$ cat src/rtl/pacs_pkg.sv
// pacs_pkg: shared types and codes for the parallel converter capture sequencer
// no dependencies; used by the interfaces, the register block, the sequencer and the top level
`default_nettype none

package pacs_pkg;

  localparam int unsigned BusBits = 16;
  localparam int unsigned CountBits = 16;
  localparam int unsigned TimerBits = 8;
  localparam int unsigned IndexBits = 3;
  localparam int unsigned MaskBits = 8;
  localparam int unsigned AddrBits = 5;
  localparam int unsigned DataBits = 32;

  typedef enum logic [1:0] {
    CMD_NONE  = 2'd0,
    CMD_START = 2'd1,
    CMD_TICK  = 2'd2,
    CMD_SPARE = 2'd3
  } command_t;

  // register indexes, byte address is 4x this
  typedef enum logic [2:0] {
    REG_CHANNEL_MASK = 3'd0,
    REG_RANGE_HIGH   = 3'd1,
    REG_OVERSAMPLE   = 3'd2,
    REG_PULSE        = 3'd3,
    REG_SETTLE       = 3'd4,
    REG_RESET        = 3'd5,
    REG_SPARE6       = 3'd6,
    REG_SPARE7       = 3'd7
  } reg_index_t;

  localparam logic [2:0] OversampleBad = 3'd7;

  typedef struct packed {
    logic [MaskBits-1:0]  channel_mask;
    logic                 range_high;
    logic [2:0]           oversample_ratio;
    logic [TimerBits-1:0] pulse_cycles;
    logic [TimerBits-1:0] settle_cycles;
    logic [TimerBits-1:0] reset_cycles;
  } cfg_t;

  typedef struct packed {
    logic                 convst_a_pin;
    logic                 convst_b_pin;
    logic                 read_select_pin;
    logic                 reset_pin;
    logic                 range_pin;
    logic [2:0]           oversample_pins;
    logic                 sample_valid;
    logic [BusBits-1:0]   sample_value;
    logic [IndexBits-1:0] sample_channel;
    logic                 collecting;
    logic                 overrun_flag;
    logic                 run_done;
  } result_t;

endpackage

`default_nettype wire

$ cat src/rtl/pacs_if.sv
// pacs_in_if / pacs_out_if: valid-ready channels for pin words and result words
// depends on pacs_pkg for field widths
`default_nettype none

interface pacs_in_if;
  logic                              valid;
  logic                              ready;
  logic [1:0]                        command;
  logic [pacs_pkg::CountBits-1:0]    sample_count;
  logic                              busy_pin;
  logic [pacs_pkg::BusBits-1:0]      data_bus;

  modport source (output valid, command, sample_count, busy_pin, data_bus, input ready);
  modport sink (input valid, command, sample_count, busy_pin, data_bus, output ready);
endinterface

interface pacs_out_if;
  logic                              valid;
  logic                              ready;
  logic                              convst_a_pin;
  logic                              convst_b_pin;
  logic                              read_select_pin;
  logic                              reset_pin;
  logic                              range_pin;
  logic [2:0]                        oversample_pins;
  logic                              sample_valid;
  logic [pacs_pkg::BusBits-1:0]      sample_value;
  logic [pacs_pkg::IndexBits-1:0]    sample_channel;
  logic                              collecting;
  logic                              overrun_flag;
  logic                              run_done;

  modport source (
    output valid, convst_a_pin, convst_b_pin, read_select_pin, reset_pin, range_pin,
           oversample_pins, sample_valid, sample_value, sample_channel, collecting,
           overrun_flag, run_done,
    input  ready
  );
  modport sink (
    input  valid, convst_a_pin, convst_b_pin, read_select_pin, reset_pin, range_pin,
           oversample_pins, sample_valid, sample_value, sample_channel, collecting,
           overrun_flag, run_done,
    output ready
  );
endinterface

`default_nettype wire

$ cat src/rtl/pacs_cfg.sv
// pacs_cfg: APB-style configuration registers of the capture sequencer
// depends on pacs_pkg for register indexes and the cfg_t bundle
`default_nettype none

module pacs_cfg (
  input  wire logic                          clk,
  input  wire logic                          rst,
  input  wire logic                          psel,
  input  wire logic                          penable,
  input  wire logic                          pwrite,
  input  wire logic [pacs_pkg::AddrBits-1:0] paddr,
  input  wire logic [pacs_pkg::DataBits-1:0] pwdata,
  output logic      [pacs_pkg::DataBits-1:0] prdata,
  output logic                               pready,
  output pacs_pkg::cfg_t                     cfg
);

  pacs_pkg::reg_index_t reg_index;
  logic                 wr_en;
  logic [7:0]           wr_byte;

  assign reg_index = pacs_pkg::reg_index_t'(paddr[pacs_pkg::AddrBits-1:2]);
  assign wr_en     = psel && penable && pwrite;
  assign wr_byte   = pwdata[7:0];
  assign pready    = 1'b1;

  always_ff @(posedge clk) begin
    if (rst) begin
      cfg.channel_mask     <= 8'd1;
      cfg.range_high       <= 1'b0;
      cfg.oversample_ratio <= 3'd0;
      cfg.pulse_cycles     <= 8'd25;
      cfg.settle_cycles    <= 8'd50;
      cfg.reset_cycles     <= 8'd50;
    end else if (wr_en) begin
      unique case (reg_index)
        pacs_pkg::REG_CHANNEL_MASK: cfg.channel_mask <= wr_byte;
        pacs_pkg::REG_RANGE_HIGH:   cfg.range_high <= wr_byte[0];
        pacs_pkg::REG_OVERSAMPLE: begin
          // code seven is not a valid ratio, keep the old one
          if (wr_byte[2:0] != pacs_pkg::OversampleBad) begin
            cfg.oversample_ratio <= wr_byte[2:0];
          end
        end
        pacs_pkg::REG_PULSE:        cfg.pulse_cycles <= wr_byte;
        pacs_pkg::REG_SETTLE:       cfg.settle_cycles <= wr_byte;
        pacs_pkg::REG_RESET:        cfg.reset_cycles <= wr_byte;
        default: ;
      endcase
    end
  end

  always_comb begin
    unique case (reg_index)
      pacs_pkg::REG_CHANNEL_MASK: prdata = {24'd0, cfg.channel_mask};
      pacs_pkg::REG_RANGE_HIGH:   prdata = {31'd0, cfg.range_high};
      pacs_pkg::REG_OVERSAMPLE:   prdata = {29'd0, cfg.oversample_ratio};
      pacs_pkg::REG_PULSE:        prdata = {24'd0, cfg.pulse_cycles};
      pacs_pkg::REG_SETTLE:       prdata = {24'd0, cfg.settle_cycles};
      pacs_pkg::REG_RESET:        prdata = {24'd0, cfg.reset_cycles};
      default:                    prdata = '0;
    endcase
  end

endmodule

`default_nettype wire

$ cat src/rtl/pacs_seq.sv
// pacs_seq: per-clock phase sequencer with the result register
// depends on pacs_pkg for commands, cfg_t and result_t
`default_nettype none

module pacs_seq #(
  parameter int unsigned CHANNEL_COUNT = 8,
  parameter int unsigned SAMPLE_BITS   = 16
) (
  input  wire logic                           clk,
  input  wire logic                           rst,
  input  wire pacs_pkg::cfg_t                 cfg,
  input  wire logic                           in_valid,
  output logic                                in_ready,
  input  wire logic [1:0]                     command,
  input  wire logic [pacs_pkg::CountBits-1:0] sample_count,
  input  wire logic                           busy_pin,
  input  wire logic [pacs_pkg::BusBits-1:0]   data_bus,
  output logic                                out_valid,
  input  wire logic                           out_ready,
  output pacs_pkg::result_t                   result
);

  typedef enum logic [3:0] {
    PH_IDLE      = 4'd0,
    PH_RST_HI    = 4'd1,
    PH_RST_LO    = 4'd2,
    PH_CONV_A    = 4'd3,
    PH_CONV_B    = 4'd4,
    PH_SETTLE    = 4'd5,
    PH_WAIT_BUSY = 4'd6,
    PH_PAUSE     = 4'd7,
    PH_RD_LOW    = 4'd8,
    PH_RD_HIGH   = 4'd9
  } phase_t;

  localparam logic [pacs_pkg::IndexBits-1:0] LastIndex =
    pacs_pkg::IndexBits'(CHANNEL_COUNT - 1);
  localparam logic [pacs_pkg::BusBits-1:0] SampleMask =
    pacs_pkg::BusBits'((32'd1 << SAMPLE_BITS) - 32'd1);

  phase_t                           phase, phase_next, phase_cmd;
  logic [pacs_pkg::TimerBits-1:0]   phase_timer, phase_timer_next, timer_cmd;
  logic [pacs_pkg::TimerBits-1:0]   phase_len, phase_lim;
  logic [pacs_pkg::IndexBits-1:0]   read_index, read_index_next, index_cmd;
  logic [pacs_pkg::CountBits-1:0]   remaining_count, remaining_count_next, remain_cmd;
  logic                             overrun_seen, overrun_seen_next;
  logic                             accept, timed_done;
  pacs_pkg::command_t               cmd;
  pacs_pkg::result_t                result_next;

  assign cmd      = pacs_pkg::command_t'(command);
  assign in_ready = !out_valid || out_ready;
  assign accept   = in_valid && in_ready;

  // command takes effect before the pins are shown
  always_comb begin
    phase_cmd         = phase;
    timer_cmd         = phase_timer;
    index_cmd         = read_index;
    remain_cmd        = remaining_count;
    overrun_seen_next = overrun_seen;
    unique case (cmd)
      pacs_pkg::CMD_START: begin
        remain_cmd        = sample_count;
        overrun_seen_next = 1'b0;
        index_cmd         = '0;
        phase_cmd         = PH_RST_HI;
        timer_cmd         = '0;
      end
      pacs_pkg::CMD_TICK: begin
        if (phase >= PH_CONV_A && phase <= PH_RD_HIGH) begin
          overrun_seen_next = 1'b1;
        end else if (phase == PH_IDLE && remaining_count != '0) begin
          index_cmd = '0;
          phase_cmd = PH_CONV_A;
          timer_cmd = '0;
        end
      end
      default: ;
    endcase
  end

  always_comb begin
    unique case (phase_cmd)
      PH_RST_HI, PH_RST_LO: phase_len = cfg.reset_cycles;
      PH_SETTLE:            phase_len = cfg.settle_cycles;
      default:              phase_len = cfg.pulse_cycles;
    endcase
  end

  // a length of zero behaves as one
  assign phase_lim  = (phase_len == '0) ? pacs_pkg::TimerBits'(1) : phase_len;
  assign timed_done = timer_cmd + pacs_pkg::TimerBits'(1) >= phase_lim;

  always_comb begin
    phase_next           = phase_cmd;
    phase_timer_next     = timed_done ? '0 : timer_cmd + pacs_pkg::TimerBits'(1);
    read_index_next      = index_cmd;
    remaining_count_next = remain_cmd;

    result_next                 = '0;
    result_next.convst_a_pin    = (phase_cmd != PH_CONV_A);
    result_next.convst_b_pin    = (phase_cmd != PH_CONV_B);
    result_next.read_select_pin = (phase_cmd != PH_RD_LOW);
    result_next.reset_pin       = (phase_cmd == PH_RST_HI);
    result_next.range_pin       = cfg.range_high;
    result_next.oversample_pins = cfg.oversample_ratio;

    unique case (phase_cmd)
      PH_RST_HI:  if (timed_done) phase_next = PH_RST_LO;
      PH_RST_LO:  if (timed_done) phase_next = PH_IDLE;
      PH_CONV_A:  if (timed_done) phase_next = PH_CONV_B;
      PH_CONV_B:  if (timed_done) phase_next = PH_SETTLE;
      PH_SETTLE:  if (timed_done) phase_next = PH_WAIT_BUSY;
      PH_PAUSE:   if (timed_done) phase_next = PH_RD_LOW;
      PH_WAIT_BUSY: begin
        phase_timer_next = timer_cmd;
        if (!busy_pin) begin
          phase_next       = PH_PAUSE;
          phase_timer_next = '0;
        end
      end
      PH_RD_LOW: begin
        if (timed_done) begin
          // bus word is taken at the end of the low strobe
          if (cfg.channel_mask[index_cmd]) begin
            result_next.sample_valid   = 1'b1;
            result_next.sample_value   = data_bus & SampleMask;
            result_next.sample_channel = index_cmd;
          end
          phase_next = PH_RD_HIGH;
        end
      end
      PH_RD_HIGH: begin
        if (timed_done) begin
          if (index_cmd >= LastIndex) begin
            read_index_next = '0;
            phase_next      = PH_IDLE;
            if (remain_cmd != '0) begin
              remaining_count_next = remain_cmd - pacs_pkg::CountBits'(1);
              result_next.run_done = (remain_cmd == pacs_pkg::CountBits'(1));
            end
          end else begin
            read_index_next = index_cmd + pacs_pkg::IndexBits'(1);
            phase_next      = PH_RD_LOW;
          end
        end
      end
      default: begin
        phase_next       = PH_IDLE;
        phase_timer_next = '0;
      end
    endcase

    result_next.collecting   = (remaining_count_next != '0);
    result_next.overrun_flag = overrun_seen_next;
  end

  always_ff @(posedge clk) begin
    if (rst) begin
      phase           <= PH_IDLE;
      phase_timer     <= '0;
      read_index      <= '0;
      remaining_count <= '0;
      overrun_seen    <= 1'b0;
      out_valid       <= 1'b0;
    end else begin
      if (accept) begin
        phase           <= phase_next;
        phase_timer     <= phase_timer_next;
        read_index      <= read_index_next;
        remaining_count <= remaining_count_next;
        overrun_seen    <= overrun_seen_next;
        out_valid       <= 1'b1;
      end else if (out_ready) begin
        out_valid <= 1'b0;
      end
    end
  end

  // payload register, loads only with a new word
  always_ff @(posedge clk) begin
    if (accept) begin
      result <= result_next;
    end
  end

endmodule

`default_nettype wire

$ cat src/rtl/parallel_adc_capture_sequencer_top.sv
// parallel_adc_capture_sequencer_top: capture sequencer for an eight-channel parallel converter
// depends on pacs_pkg, pacs_if, pacs_cfg and pacs_seq
`default_nettype none

// Each input word is one clock of converter pin levels plus a command (none, start, timer
// tick); each accepted word yields exactly one result word of pin levels and an optional
// channel sample through a result register. A word is accepted every cycle while the result
// side keeps up; the result register lets a new word in while the previous result is being
// taken. Start loads the conversion count, clears overrun and pulses the converter reset;
// an idle tick with conversions left runs CONVST A, CONVST B, settle, busy wait, a pause
// and CHANNEL_COUNT read strobes, emitting the bus word of every enabled channel.
// Strobe, settle and reset lengths are counted in accepted words, set over the APB port.
module parallel_adc_capture_sequencer_top #(
  parameter int unsigned CHANNEL_COUNT = 8,
  parameter int unsigned SAMPLE_BITS   = 16
) (
  input  wire logic                          clk,
  input  wire logic                          rst,
  pacs_in_if.sink                            in_ch,
  pacs_out_if.source                         out_ch,
  input  wire logic                          psel,
  input  wire logic                          penable,
  input  wire logic                          pwrite,
  input  wire logic [pacs_pkg::AddrBits-1:0] paddr,
  input  wire logic [pacs_pkg::DataBits-1:0] pwdata,
  output logic      [pacs_pkg::DataBits-1:0] prdata,
  output logic                               pready
);

  pacs_pkg::cfg_t    cfg;
  pacs_pkg::result_t result;
  logic              in_ready;
  logic              out_valid;

  pacs_cfg u_cfg (
    .clk     (clk),
    .rst     (rst),
    .psel    (psel),
    .penable (penable),
    .pwrite  (pwrite),
    .paddr   (paddr),
    .pwdata  (pwdata),
    .prdata  (prdata),
    .pready  (pready),
    .cfg     (cfg)
  );

  pacs_seq #(
    .CHANNEL_COUNT (CHANNEL_COUNT),
    .SAMPLE_BITS   (SAMPLE_BITS)
  ) u_seq (
    .clk          (clk),
    .rst          (rst),
    .cfg          (cfg),
    .in_valid     (in_ch.valid),
    .in_ready     (in_ready),
    .command      (in_ch.command),
    .sample_count (in_ch.sample_count),
    .busy_pin     (in_ch.busy_pin),
    .data_bus     (in_ch.data_bus),
    .out_valid    (out_valid),
    .out_ready    (out_ch.ready),
    .result       (result)
  );

  assign in_ch.ready            = in_ready;
  assign out_ch.valid           = out_valid;
  assign out_ch.convst_a_pin    = result.convst_a_pin;
  assign out_ch.convst_b_pin    = result.convst_b_pin;
  assign out_ch.read_select_pin = result.read_select_pin;
  assign out_ch.reset_pin       = result.reset_pin;
  assign out_ch.range_pin       = result.range_pin;
  assign out_ch.oversample_pins = result.oversample_pins;
  assign out_ch.sample_valid    = result.sample_valid;
  assign out_ch.sample_value    = result.sample_value;
  assign out_ch.sample_channel  = result.sample_channel;
  assign out_ch.collecting      = result.collecting;
  assign out_ch.overrun_flag    = result.overrun_flag;
  assign out_ch.run_done        = result.run_done;

endmodule

`default_nettype wire
$ cat src/flat_wrapper.sv
// flat-port wrapper written by rule: the top's interface ports become plain ports
module parallel_adc_capture_sequencer_top_flat 
#(
  parameter int unsigned CHANNEL_COUNT = 8,
  parameter int unsigned SAMPLE_BITS   = 16
)
  (clk, rst, psel, penable, pwrite, paddr, pwdata, prdata, pready, in_ch_valid, in_ch_command, in_ch_sample_count, in_ch_busy_pin, in_ch_data_bus, in_ch_ready, out_ch_valid, out_ch_convst_a_pin, out_ch_convst_b_pin, out_ch_read_select_pin, out_ch_reset_pin, out_ch_range_pin, out_ch_oversample_pins, out_ch_sample_valid, out_ch_sample_value, out_ch_sample_channel, out_ch_collecting, out_ch_overrun_flag, out_ch_run_done, out_ch_ready);
  pacs_in_if in_ch_i ();
  pacs_out_if out_ch_i ();
  input  wire logic clk;
  input  wire logic rst;
  input  wire logic psel;
  input  wire logic penable;
  input  wire logic pwrite;
  input  wire logic [pacs_pkg::AddrBits-1:0] paddr;
  input  wire logic [pacs_pkg::DataBits-1:0] pwdata;
  output logic      [pacs_pkg::DataBits-1:0] prdata;
  output logic pready;
  input wire logic [$bits(in_ch_i.valid)-1:0] in_ch_valid;
  input wire logic [$bits(in_ch_i.command)-1:0] in_ch_command;
  input wire logic [$bits(in_ch_i.sample_count)-1:0] in_ch_sample_count;
  input wire logic [$bits(in_ch_i.busy_pin)-1:0] in_ch_busy_pin;
  input wire logic [$bits(in_ch_i.data_bus)-1:0] in_ch_data_bus;
  output wire logic [$bits(in_ch_i.ready)-1:0] in_ch_ready;
  output wire logic [$bits(out_ch_i.valid)-1:0] out_ch_valid;
  output wire logic [$bits(out_ch_i.convst_a_pin)-1:0] out_ch_convst_a_pin;
  output wire logic [$bits(out_ch_i.convst_b_pin)-1:0] out_ch_convst_b_pin;
  output wire logic [$bits(out_ch_i.read_select_pin)-1:0] out_ch_read_select_pin;
  output wire logic [$bits(out_ch_i.reset_pin)-1:0] out_ch_reset_pin;
  output wire logic [$bits(out_ch_i.range_pin)-1:0] out_ch_range_pin;
  output wire logic [$bits(out_ch_i.oversample_pins)-1:0] out_ch_oversample_pins;
  output wire logic [$bits(out_ch_i.sample_valid)-1:0] out_ch_sample_valid;
  output wire logic [$bits(out_ch_i.sample_value)-1:0] out_ch_sample_value;
  output wire logic [$bits(out_ch_i.sample_channel)-1:0] out_ch_sample_channel;
  output wire logic [$bits(out_ch_i.collecting)-1:0] out_ch_collecting;
  output wire logic [$bits(out_ch_i.overrun_flag)-1:0] out_ch_overrun_flag;
  output wire logic [$bits(out_ch_i.run_done)-1:0] out_ch_run_done;
  input wire logic [$bits(out_ch_i.ready)-1:0] out_ch_ready;
  assign in_ch_i.valid = in_ch_valid;
  assign in_ch_i.command = in_ch_command;
  assign in_ch_i.sample_count = in_ch_sample_count;
  assign in_ch_i.busy_pin = in_ch_busy_pin;
  assign in_ch_i.data_bus = in_ch_data_bus;
  assign in_ch_ready = in_ch_i.ready;
  assign out_ch_valid = out_ch_i.valid;
  assign out_ch_convst_a_pin = out_ch_i.convst_a_pin;
  assign out_ch_convst_b_pin = out_ch_i.convst_b_pin;
  assign out_ch_read_select_pin = out_ch_i.read_select_pin;
  assign out_ch_reset_pin = out_ch_i.reset_pin;
  assign out_ch_range_pin = out_ch_i.range_pin;
  assign out_ch_oversample_pins = out_ch_i.oversample_pins;
  assign out_ch_sample_valid = out_ch_i.sample_valid;
  assign out_ch_sample_value = out_ch_i.sample_value;
  assign out_ch_sample_channel = out_ch_i.sample_channel;
  assign out_ch_collecting = out_ch_i.collecting;
  assign out_ch_overrun_flag = out_ch_i.overrun_flag;
  assign out_ch_run_done = out_ch_i.run_done;
  assign out_ch_i.ready = out_ch_ready;
  parallel_adc_capture_sequencer_top #(.CHANNEL_COUNT(CHANNEL_COUNT), .SAMPLE_BITS(SAMPLE_BITS)) u_core (.clk(clk), .rst(rst), .in_ch(in_ch_i), .out_ch(out_ch_i), .psel(psel), .penable(penable), .pwrite(pwrite), .paddr(paddr), .pwdata(pwdata), .prdata(prdata), .pready(pready));
endmodule
$ cat config.mk
export PLATFORM = sky130hd
export DESIGN_NAME = parallel_adc_capture_sequencer_top_flat
export DESIGN_NICKNAME = d
export VERILOG_FILES = /design/src/rtl/pacs_pkg.sv /design/src/rtl/pacs_if.sv /design/src/rtl/pacs_cfg.sv /design/src/rtl/pacs_seq.sv /design/src/rtl/parallel_adc_capture_sequencer_top.sv /design/src/flat_wrapper.sv
export SDC_FILE = /design/constraint.sdc
export NUM_CORES = 1
export LEC_CHECK = 0
export ABC_AREA = 0
export BUFFER_PORTS_ARGS = -buffer_cell sky130_fd_sc_hd__clkbuf_2
export CORE_MARGIN = 3
export CORE_UTILIZATION = 25
export DETAILED_ROUTE_END_ITERATION = 16
export GPL_ROUTABILITY_DRIVEN = 0
export PLACE_DENSITY_LB_ADDON = 0.1
export REMOVE_ABC_BUFFERS = 1
export SYNTH_ARGS = -nofsm -noshare
export SYNTH_HDL_FRONTEND = slang
export SYNTH_SLANG_ARGS = --single-unit
$ cat constraint.sdc
create_clock -name clk -period 11 [get_ports clk]
set_clock_uncertainty 0.15 [all_clocks]
set_input_delay 2.75 -clock clk [delete_from_list [all_inputs] [get_ports clk]]
set_output_delay 2.75 -clock clk [all_outputs]
set_load 0.1 [all_outputs]
==> impl_metrics.env, run 1 <==
export IMPL_p_clk_share_pct=36.0
export IMPL_cts_made_buffers=9
export IMPL_synth_common_cells="nor2_1, dfxtp_1, nand2_1"
export IMPL_critPathArrivalTime_ps=8880
export IMPL_switching_share_pct=33.93
export IMPL_synth_seq_cells=100
export IMPL_final_setup_viol_count=0
export IMPL_netSwitchingPower_w=0.0003289
export IMPL_path_buf_inv=4
export IMPL_grt_max_degree=77
export IMPL_ant_nets=0
export IMPL_synth_most_common_cell="nor2_1"
export IMPL_fin_nets=848
export IMPL_rsz0062_at_grt="no"
export IMPL_post_drt_wl_per_cell_um=16.41
export IMPL_r2r_setup_slack_ps=4550
export IMPL_dp_slack_ps=1734
export IMPL_drive_above_1_share_pct=17.68
export IMPL_critPathKind="in -> reg"
export IMPL_synth_edf_count=31
export IMPL_cp_slowest_cell="a2111oi_1"
export IMPL_internal_power_w=0.0006404
export IMPL_critPathTopFamily="simple AND/OR/NAND/NOR gates"
export IMPL_tns_ps=0
export IMPL_num_antenna_cells=0
export IMPL_wirelength_mm=17.57
export IMPL_seqPwrFrac_pct=40.8
export IMPL_power_density_nw_per_um2=139.7
export IMPL_htreeDepth=3
export IMPL_viasPerCell=4.858
export IMPL_fp_row_count=55
export IMPL_grt_overflow_total=0
export IMPL_first_pass_iters=4
export IMPL_syn2layout_area_growth_pct=16.68
export IMPL_grt_pass1_wl_mm=28.55
export IMPL_fp_dieH_um=160.2
export IMPL_drcViolationCount=0
export IMPL_yosys_area_top_type="dfxtp_1"
export IMPL_netlist_top_cells_area="dfxtp_1, edfxtp_1, mux2i_1"
export IMPL_grt_usage_pct=13.73
export IMPL_end_kind="flop"
export IMPL_setup_worst_path_start_class="input pin"
export IMPL_cts_tree="yes"
export IMPL_grt_pass1_vias=5192
export IMPL_max_freq_mhz=111.9
export IMPL_ctsHoldBuffers=0
export IMPL_num_vias=5203
export IMPL_crit_path_cell_trace="clkbuf_2, inv_1, ha_1, or2_1, a2111oi_2, a21o_1, mux2i_1, buf_4, nor2_1, a21oi_1, nand4_1, o21ai_1, ha_1, nand2b_1, a211o_1, a2111oi_1, buf_4, nor3_1, nand3_1, xor2_1, or4_1, or4_1"
export IMPL_synthDistinctLibCells=70
export IMPL_fillers=2511
export IMPL_slew_headroom_pct=28.54
export IMPL_power_frac_comb_pct=23.2
export IMPL_critPathMaxStageDelay_ps=580
export IMPL_drt_iter0_drc=202
export IMPL_setup_ws_ps=2063
export IMPL_die_w_um=160.2
export IMPL_io_pins=145
export IMPL_critPathMaxFanout=15
export IMPL_cts_sinks=100
export IMPL_worst_slew_pin_slew_ps=1068
export IMPL_clk_pin_slew_ps=70
export IMPL_cts_root_buffer="clkbuf_16"
export IMPL_cts_buffer_depth=2
export IMPL_drv_slew=0
export IMPL_status="finished clean"
export IMPL_postCtsSetupBuffers=0
export IMPL_die_area_um2=25670
export IMPL_yosysTopAreaCellShare_pct=23.23
export IMPL_antenna_found_initial=0
export IMPL_cts_resized=0
export IMPL_fin_crit_sh_pct=81.25
export IMPL_hold_viol=0
export IMPL_core_um2=22980
export IMPL_ys_seq_area_share_pct=38.88
export IMPL_ir_drop_v=0.00008552
export IMPL_place_port_buffers=93
export IMPL_ys_flop_type="dfxtp_1"
export IMPL_clkLatencyLatePin_ps=360
export IMPL_synthArstFlopShare_pct=0
export IMPL_max_cap_viol_count=0
export IMPL_p_leak_nw=2.738
export IMPL_timing_final_crit_period_ps=8937
export IMPL_yosysWarnings=0
export IMPL_place_hpwl_mm=12.63
export IMPL_cp_data_required_time_ps=10940
export IMPL_initial_utilization_pct=25.87
export IMPL_netlist_area_um2=5947
export IMPL_synthCells=678
export IMPL_avgSynthCellArea_um2=8.771
export IMPL_hold_path_class="reg -> reg"
==> layer usage <==
| layer | track usage (%) | wire length (um) |
|---|---|---|
| met1 | 18.82 | 8585 |
| met2 | 21.85 | 8059 |
| met3 | 2.957 | 768 |
| met4 | 3.826 | 159 |
| met5 | 0 | 0 |
==> placed cells by master, fill, tap and decap left out, types with 4 or more instances in the layout <==
master,count
nor2b_1,12
nand2b_1,6
edfxtp_1,31
o21ai_0,15
a21oi_1,35
buf_4,10
inv_1,9
a22o_1,8
dfxtp_1,69
nor4_1,6
and2_1,22
conb_1,25
nand3_1,22
nand4_1,9
xnor2_1,6
nor3_1,12
and3_1,6
nor3b_1,5
nand2_1,60
a211o_1,12
clkbuf_2,93
mux2i_1,53
a22oi_1,12
ha_1,16
nor2_1,93
a2111oi_0,4
or3_1,4
clkbuf_16,9
o31ai_1,6
xor2_1,13
a31oi_1,11
==> per-stage QoR <==
stage,power (W),util [%],instance area [um^2],instances,hold slack [ps]
floorplan,0.0005696,-,5692,639,279.3
CTS,0.0009868,30.19,6939,1071,312.9
finish,0.0009693,30.19,6939,1071,313.0
global route,0.001013,30.19,6939,1071,324.8
global placement,0.0006277,28.82,6624,1055,295.8
detailed placement,0.0006285,28.82,6624,1055,295.0
==> kinds of logic after synthesis <==
group / Yosys count / share of synthesized area, %
xor gates and xnor gates: 19 / 2.798
DFF: 100 / 38.88
AOI/OAI and AO/OA: 137 / 16.20
and+or+nand+nor: 276 / 22.76
muxes: 56 / 9.489
adders and majority gates: 16 / 3.366
other: 2 / 0.1263
buffers and inverters: 72 / 6.375
==> area by class of cell <==
type	count	area (um^2)	area share, %
sequential	100	2312	33.32
clock buffer	10	229.0	3.300
tap	313	391.6	5.644
multi-input combinational	529	3342	48.16
inverter	10	37.54	0.5409
clock inverter	6	86.33	1.244
timing repair buffer	103	540.5	7.789
==> power by group through the flow <==
stage / sequential, W / clock, W / combinational (W)
2_1_floorplan: 0.000440 / 0 / 0.000129
3_3_place_gp: 0.000404 / 0 / 0.000224
3_5_place_dp: 0.000404 / 0 / 0.000225
4_1_cts: 0.000395 / 0.000366 / 0.000225
5_1_grt: 0.000396 / 0.000376 / 0.000241
6_report: 0.000395 / 0.000349 / 0.000225
==> flip-flops by register name, indices dropped and copies added, names as in the netlist <==
name	flops
u_core.u_cfg.cfg	36
u_core.u_seq.result	31
u_core.u_seq.remaining_count	16
u_core.u_seq.phase_timer	8
u_core.u_seq.phase	4
u_core.u_seq.read_index	3
u_core.u_seq.out_valid	1
u_core.u_seq.overrun_seen	1
==> worst reg2reg max path: stages, from the launching register on <==
cell	delay (ps)
dfxtp_1	370
nor4_2	400
nand3_1	240
o31ai_1	650
mux2i_1	230
buf_4	240
nor2_1	510
a21oi_1	270
nand4_1	120
o21ai_1	80
ha_1	280
nand2b_1	140
a211o_1	280
a2111oi_1	580
buf_4	230
nor3_1	120
nand3_1	140
xor2_1	100
or4_1	520
or4_1	550
==> worst paths after layout <==
check,startpoint,end,depth (start not counted)
worst max-delay path,in_ch_command[0],u_core.u_seq.result[2]$_DFFE_PP_,22
worst min-delay path,u_core.u_seq.overrun_seen$_SDFFE_PP0P_,u_core.u_seq.overrun_seen$_SDFFE_PP0P_,2
worst max register to register,u_core.u_seq.remaining_count[12]$_SDFFE_PP0P_,u_core.u_seq.result[2]$_DFFE_PP_,19
worst min register to register,u_core.u_seq.overrun_seen$_SDFFE_PP0P_,u_core.u_seq.overrun_seen$_SDFFE_PP0P_,2
Power figures use the tool's default switching activity.
==> run 2, diff against run 1 <==
- clock period: 11 -> 8.1 ns (I/O delays scaled with it)
==> run 2 against run 1 <==
Sequential cell count is the same. Non-clock buffer count up 4. Setup slack lost 1600 ps. Sequential power grew 36%. Largest cell class unchanged.
==> impl_metrics.env, run 2 (synthesized netlist as in run 1, its figures left out) <==
export IMPL_place_port_buffers=93
export IMPL_power_density_nw_per_um2=191.7
export IMPL_antenna_found_initial=0
export IMPL_core_um2=22980
export IMPL_cts_buffer_depth=2
export IMPL_post_drt_wl_per_cell_um=16.29
export IMPL_fp_dieH_um=160.2
export IMPL_end_kind="flop"
export IMPL_critPathMaxStageDelay_ps=540
export IMPL_setup_worst_path_start_class="input pin"
export IMPL_htreeDepth=3
export IMPL_first_pass_iters=5
export IMPL_rsz0062_at_grt="no"
export IMPL_die_w_um=160.2
export IMPL_hold_depth=2
export IMPL_ir_drop_v=0.00009736
export IMPL_critPathArrivalTime_ps=7630
export IMPL_path_buf_inv=3
export IMPL_cts_made_buffers=9
export IMPL_dp_slack_ps=22.05
export IMPL_num_antenna_cells=0
export IMPL_p_leak_nw=2.760
export IMPL_cp_slowest_cell="or4_1"
export IMPL_initial_utilization_pct=25.87
export IMPL_largest_register="u_core.u_cfg.cfg"
export IMPL_fin_util_pct=30.40
export IMPL_tns_ps=0
export IMPL_worst_slew_pin_slew_ps=1112
export IMPL_drive_above_1_share_pct=18.50
export IMPL_reg2reg_to="u_core.u_seq.result[2]$_DFFE_PP_"
export IMPL_clkLatencyLatePin_ps=360
export IMPL_cts_sinks=100
export IMPL_syn2layout_area_growth_pct=17.50
export IMPL_drt_iter0_drc=272
export IMPL_fp_row_count=55
export IMPL_grt_usage_pct=13.67
export IMPL_drcViolationCount=0
export IMPL_min_to="u_core.u_seq.overrun_seen$_SDFFE_PP0P_"
export IMPL_use_met1_pct=18.93
export IMPL_io_pins=145
export IMPL_status="finished clean"
export IMPL_final_cell_mix="nor2_1, clkbuf_2, dfxtp_1"
export IMPL_hold_path_class="reg -> reg"
export IMPL_die_area_um2=25670
export IMPL_place_area_um2=6654
export IMPL_cts_tree="yes"
export IMPL_grt_pass1_wl_mm=28.25
export IMPL_place_hpwl_mm=12.63
export IMPL_grt_overflow_total=0
export IMPL_critPathMaxFanout=9
export IMPL_r2r_setup_slack_ps=1790
export IMPL_max_cap_viol_count=0
export IMPL_critPathKind="in -> reg"
export IMPL_ctsHoldBuffers=0
export IMPL_clk_pin_slew_ps=80
export IMPL_fin_nets=852
export IMPL_top_regs="u_core.u_cfg.cfg: 36 flops, u_core.u_seq.result: 31 flops, u_core.u_seq.remaining_count: 16 flops"
export IMPL_slew_headroom_pct=25.58
export IMPL_fillers=2485
export IMPL_holdCritStartpoint="u_core.u_seq.overrun_seen$_SDFFE_PP0P_"
export IMPL_viasPerCell=4.863
export IMPL_max_freq_mhz=130.1
export IMPL_fin_area_um2=6988
export IMPL_crit_reg2reg_launch="u_core.u_seq.remaining_count[12]$_SDFFE_PP0P_"
export IMPL_largest_reg_flops=36
export IMPL_grt_pass1_vias=5112
export IMPL_hold_viol=0
export IMPL_busiest_layer="met2"
export IMPL_setup_ws_ps=413.2
export IMPL_grt_met3_usage_pct=2.698
export IMPL_cts_root_buffer="clkbuf_16"
export IMPL_crit_path_cell_trace="clkbuf_2, inv_1, ha_1, or2_1, a2111oi_0, o31ai_1, mux2i_2, nor2_1, a21oi_1, nand4_1, o21ai_1, ha_1, nand2b_1, a211o_1, a2111oi_1, buf_4, nor3_1, nand3_1, xor2_1, or4_1, or4_1"
export IMPL_r2r_cells=18
export IMPL_globalRouteMet2Util_pct=21.85
export IMPL_drv_slew=0
export IMPL_wirelength_mm=17.51
export IMPL_power_w=0.001340
export IMPL_num_vias=5228
export IMPL_fin_crit_sh_pct=94.90
export IMPL_timing_final_crit_period_ps=7687
export IMPL_ant_nets=0
export IMPL_cp_data_required_time_ps=8050
export IMPL_grt_max_degree=77
export IMPL_final_setup_viol_count=0
export IMPL_critPathTopFamily="compound AO/OA/AOI/OAI gates"
[run 2: changes by cell type in the layout (fill, tap and decap cells not counted)]
cell        before  now
clkbuf_1         1    0
clkinvlp_2       1    0
inv_6            1    2
mux2i_1         53   52
clkinvlp_4       0    1
clkinv_1         1    0
mux2i_2          0    1
buf_4           10   14
inv_8            0    1
[run 2: worst min-delay path: stages, from the launching register on]
cell and delay, ps:
dfxtp_1 320, nand2_1 50, a21oi_1 50
[run 2: area by class of cell]
| class | instances | area (um^2) | area share (%) |
|---|---|---|---|
| clock buffers | 9 | 225.2 | 3.223 |
| clock inverters | 7 | 105.1 | 1.504 |
| inverters | 10 | 37.54 | 0.5372 |
| multi-input cells | 529 | 3346 | 47.88 |
| flip-flops and latches | 100 | 2312 | 33.09 |
| well taps | 313 | 391.6 | 5.604 |
| repair buffers | 107 | 570.5 | 8.165 |
[run 2: metrics by stage]
step	std cells	hold slack [ps]
6_report	1075	313.8
5_1_grt	1075	328.2
4_1_cts	1075	317.0
3_5_place_dp	1059	301.9
3_3_place_gp	1059	295.6
2_1_floorplan	639	279.3
[run 2: where the power goes]
part | switching, W | total [W] | internal, W
Clock | 0.000216 | 0.000492 | 0.000276
Sequential | 0.00000863 | 0.000536 | 0.000528
Combinational | 0.000237 | 0.000311 | 0.0000741
[run 2: timing repair]
| item | CTS | global route |
|---|---|---|
| setup buffers | 0 | 0 |
| gates resized for setup | 0 | 1 |
| setup endpoints to repair | 0 | 1 |
[run 2: worst max-delay path by stage]
stage,startpoint,endpoint,slack [ps],cells after the start
floorplan,in_ch_command[1],u_core.u_seq.result[2]$_DFFE_PP_,-50,18
global placement,in_ch_command[0],u_core.u_seq.result[2]$_DFFE_PP_,60,21
detailed placement,in_ch_command[0],u_core.u_seq.result[2]$_DFFE_PP_,20,21
CTS,in_ch_command[0],u_core.u_seq.result[2]$_DFFE_PP_,410,21
global route,in_ch_command[0],u_core.u_seq.result[2]$_DFFE_PP_,110,21
finish,in_ch_command[0],u_core.u_seq.result[2]$_DFFE_PP_,410,21
[run 2: metal layers]
layer	up-vias	wire [um]
met5	-	0
met4	0	166
met3	9	736
met2	131	8016
met1	2532	8594
li1	2556	-
